`src/rtl/salc_pkg.sv`:
```
package salc_pkg;

  localparam int AddrWidth = 64;
  localparam int CountWidth = 32;

  typedef enum logic [1:0] {
    CFG_SET_BITS   = 2'd0,
    CFG_BLOCK_BITS = 2'd1,
    CFG_WAYS       = 2'd2
  } cfg_index_t;

  localparam logic [1:0] ACT_MODIFY = 2'd2;

  typedef struct packed {
    logic             modify;
    logic [63:0]      tag;
    logic [11:0]      set;
  } req_t;

endpackage

```
`src/rtl/salc_front.sv`:
```
module salc_front import salc_pkg::*; #(
  parameter int MaxSetBits = 6
) (
  input  logic        clk,
  input  logic        rst,
  input  logic        in_valid,
  output logic        in_stall,
  input  logic [1:0]  action,
  input  logic [63:0] address,
  input  logic [2:0]  set_bits,
  input  logic [5:0]  block_bits,
  output logic        q_valid,
  output req_t        q_req,
  input  logic        q_take
);

  localparam int Depth = 2;

  req_t       entry [Depth];
  logic       wptr;
  logic       rptr;
  logic [1:0] count;
  logic [3:0] sb;
  logic [6:0] shift;
  logic [63:0] shifted;
  logic [63:0] set_mask;
  req_t       req;
  logic       push;
  logic       pop;

  always_comb begin
    sb = ({1'b0, set_bits} > 4'(MaxSetBits)) ? 4'(MaxSetBits) : {1'b0, set_bits};
    shift = {1'b0, block_bits} + {3'b0, sb};
    shifted = address >> block_bits;
    set_mask = (64'd1 << sb) - 64'd1;
    req.modify = (action == ACT_MODIFY);
    req.tag = (shift < 7'd64) ? (address >> shift) : 64'd0;
    req.set = 12'(shifted & set_mask);
  end

  assign in_stall = (count == 2'(Depth));
  assign push = in_valid && !in_stall;
  assign pop = q_take && q_valid;
  assign q_valid = (count != 2'd0);
  assign q_req = entry[rptr];

  always_ff @(posedge clk) begin
    if (push) begin
      entry[wptr] <= req;
    end
    if (rst) begin
      wptr <= 1'b0;
      rptr <= 1'b0;
      count <= 2'd0;
    end else begin
      if (push) wptr <= ~wptr;
      if (pop) rptr <= ~rptr;
      count <= count + 2'(push) - 2'(pop);
    end
  end

endmodule

```
`config.mk`:
```
export PLATFORM = sky130hd
export DESIGN_NAME = salc_front
export DESIGN_NICKNAME = d
export VERILOG_FILES = /design/src/rtl/salc_pkg.sv /design/src/rtl/salc_front.sv
export SDC_FILE = /design/constraint.sdc
export NUM_CORES = 1
export LEC_CHECK = 0
export ABC_AREA = 1
export BUFFER_PORTS_ARGS = -buffer_cell sky130_fd_sc_hd__buf_4
export CAP_MARGIN = 25
export CORE_MARGIN = 8
export CORE_UTILIZATION = 45
export CTS_BUF_LIST = sky130_fd_sc_hd__clkbuf_8
export DETAILED_ROUTE_END_ITERATION = 12
export GPL_TIMING_DRIVEN = 0
export PLACE_DENSITY = 0.67
export SETUP_SLACK_MARGIN = 0.02
export SLEW_MARGIN = 30
export SYNTH_ARGS = -nofsm -noshare
export SYNTH_HDL_FRONTEND = slang
export SYNTH_SLANG_ARGS = --single-unit
export TNS_END_PERCENT = 5
```
`constraint.sdc`:
```
create_clock -name clk -period 12.3 [get_ports clk]
set_input_delay 0.615 -clock clk [delete_from_list [all_inputs] [get_ports clk]]
set_output_delay 0.615 -clock clk [all_outputs]
set_load 0.01 [all_outputs]
```
==> summary.md <==
| Metric | Value |
|---|---|
| Seq/Total Area, Yosys | 0.381 |
| Setup-failing EPs final | 0 |
| # diodes | 0 |
| DRC | 0 |
| Uppermost layer routed | met5 |
| Fillers | 2717 |
| Critical-path top delay cell | a21boi_0 |
| Layout cell share with drive strength beyond 1 | 0.189 |
| Clock Skew | ~0.024 ns |
| Die area | ~33000 um^2 |
| Post-route cell area | 14700 um^2 |
| Worst VDD drop | 0.0698 mV |
| CTS tree | yes |
| Crit path buffers/inverters | 4 |
| Sequential Area | 4720 um^2 |
| Max-Cap Viols | 0 |
| RSZ-0062 raised after global routing | false |
| Via density per instance | about 6 |
| Post-synth cell types | 31 |
| Crit path kind | input port to flop |
| Power Total | about 2300 uW |
| Final std cells w/o fill | 2325 |
| ANT nets after route | 0 |
| Crit path max-delay family | buffers and inverters |
| Mean Syn Cell Area | 6.98 um^2 |
| Longest Clk Path Bufs | 2 |
| TritonCTS Sinks | 159 |
| Post-cts resize count | 0 |
| Top Ports | 158 |
| Die height | between 150 and 200 um |
| Crit path max fanout | 10 |
| Achievable Freq | about 0.28 GHz |
| Fin. Hold Viols | 0 |
| Synthesis-stage register bit count | 159 |
| Post-synthesis instance total | 1777 |
| Placed cell count | 2293 |
| Depth of the CTS H-tree | 4 |
| Period utilisation layout | 0.294 |
| Met3 WL | 5100 um |
| Clock slew at reported path FFs | 0.10 ns |
| Pwr Density | 155 nW/um^2 |
| Total gr overflow | 0 |
| Metal1 wirelength | 22400 um |
| Core area | approximately 27000 um^2 |
| Status | finished, final reports clean |
| Most frequent CP cell | nand2_1 |
| Setup TNS | 0 ns |
| Synth Warn # | 0 |
| Total Routed Length | 52000 um |
| DRT iter0 DRCs | 1997 |
| Hold-fix buffers at CTS | 0 |
| Placed cell area | between 10000 and 15000 um^2 |
| First-pass GRT wire length | 77300 um |
| Port Buffers | 156 |
| Leakage | approximately 0.0067 uW |
| Routed len/inst | 22.4 um |
| Row cnt | 60 |
| Crit path largest cell delay | 0.48 ns |
| Worst Path Required | 12.51 ns |
| Post-route minimum period | 3.62 ns |
| Initial antenna violation count | 2 |
| Met2 routed WL | 23000 um |
| Largest net degree at the start of global routing | 24 |
| Vias in the first global route | 12900 |
| Hold Crit Class | input port to flop |
| # Post-CTS Setup Buffers | 0 |
| Worst-Margin Slew | a little under 0.9 ns |
| CP Launch Type | input port |
| Vias | approximately 14000 |
| CTS buffer count | 17 |
| CTS root buf | clkbuf_8 |
| DP Worst Slack | 8.32 ns |
| Drt pass-1 iters | 8 |
| Final GP Congestion | 0.994 |
| Final WS setup | 8.68 ns |
| Final Slew Violations | 0 |
| Worst path cell trace | buf_4, a21boi_0, ha_1, fa_1, buf_2, inv_2, buf_1, nand2_1, nand3_1, nand2_1, nand2_1, nand3_1, nand3_1, nand2_1 |
| Detailed-placement wirelength estimate | between 40000 and 50000 um |
| Multi-input gate area | 7030 um^2 |
| Rel. slew slack | 0.419 |
| Area delta synth->final | 18.2% |
| Arrival time of the worst setup path | 3.83 ns |
| Initial Util | 0.459 |
| Fin nets | 2057 |
| Tot GR Track Use | 0.305 |
| DIE WIDTH | 182 um |
| Later-pin clock latency in the skew report | 0.48 ns |
| Synthesized area | 12400 um^2 |
| Crit path capture type | flop |
==> cell type report <==
cell class,instances,share of cell area
Inverter,55,0.0141
Clock buffer,17,0.0160
Clock inverter,15,0.0112
Multi-Input combinational cell,1456,0.479
Timing Repair Buffer,164,0.0941
Sequential cell,159,0.322
Tap cell,341,0.0291
Buffer,118,0.0340
==> through the flow <==
step / util / hold slack (ns)
5_1_grt: 0.542 / 0.316
4_1_cts: 0.542 / 0.308
3_5_place_dp: 0.528 / 0.474
6_report: 0.542 / 0.338
3_3_place_gp: 0.519 / 0.466
2_1_floorplan: - / 0.454
==> kinds of logic after synthesis <==
group,count (synthesis),synth area share
buffers and inverters,173,0.0568
xor gates and xnor gates,4,0.00495
muxes,78,0.0707
and+or+nand+nor,1260,0.439
other,1,0.000302
adders and majority gates,7,0.00767
AOI/OAI and AO/OA,95,0.0398
DFF,159,0.381
==> synth_stat cells <==
library cell,n,share of area
xor2_2,1,0.0013
nor2_2,1,0.00050
o21ai_0,70,0.028
o21a_1,1,0.00061
xor2_1,1,0.00071
or2_0,4,0.0020
o211ai_1,4,0.0024
nor3b_1,2,0.0012
conb_1,1,0.00030
xnor2_1,1,0.00071
xor2_4,1,0.0022
mux2i_1,1,0.00081
buf_2,44,0.018
nand3_2,1,0.00081
a21oi_1,18,0.0073
dfxtp_1,5,0.0081
fa_1,1,0.0016
inv_1,48,0.015
nor2_1,51,0.015
edfxtp_1,154,0.37
ha_1,6,0.0061
nand3_1,432,0.17
a21boi_0,2,0.0012
nor3_1,9,0.0036
nand2_1,707,0.21
or2_2,45,0.023
nand4_1,8,0.0040
mux2_2,77,0.070
buf_1,13,0.0039
clkbuf_1,61,0.018
inv_2,7,0.0021
==> flip-flops by register name, indices dropped and copies added, names as in the netlist, named ones only <==
register,flops
entry,154
count,2
rptr,1
wptr,1
==> worst paths after layout <==
check	cells after the start	end	slack, ns	start
hold reg to reg	2	flop	0.48	rptr$_SDFFE_PP0P_
hold / removal	2	count[1]$_SDFF_PP0_	0.34	rst
setup / recovery	14	entry[1][23]$_DFFE_PP_	8.68	set_bits[2]
setup reg to reg	7	entry[1][23]$_DFFE_PP_	10.05	count[1]$_SDFF_PP0_
==> cell usage in the layout (no fill, tap or decap), types with 4 or more instances in the layout <==
master	netlist	routed
buf_2	44	44
o211ai_1	4	4
conb_1	1	12
clkbuf_8	0	17
nor2_1	51	49
inv_8	0	6
mux2_2	77	77
o21ai_0	70	70
clkbuf_1	61	61
or2_2	45	45
nor3_1	9	9
nand3_1	432	432
buf_16	0	7
inv_2	7	7
dfxtp_1	5	5
buf_1	13	13
a21oi_1	18	18
edfxtp_1	154	154
nand4_1	8	8
ha_1	6	6
nand2_1	707	707
or2_0	4	4
buf_4	0	156
inv_1	48	48
==> worst register-to-register path, stage by stage (launching register included) <==
cell and delay (ns):
dfxtp_1 0.34, inv_1 0.07, o21ai_0 0.66, nor2_4 0.18, buf_16 0.22, buf_16 0.17, buf_16 0.18, buf_16 0.19
==> routing by layer <==
metal,global-route usage,vias up
met2,0.470,869
li1,-,6385
met3,0.0521,111
met1,0.430,6635
met4,0.0931,4
met5,0,-
==> report_power, final <==
| group | switching (uW) | internal (uW) |
|---|---|---|
| Clock | 243 | 155 |
| Combinational | 697 | 422 |
| Sequential | 23.3 | 728 |
| Total | 963 | 1310 |
(Power assumes the default switching activity.)
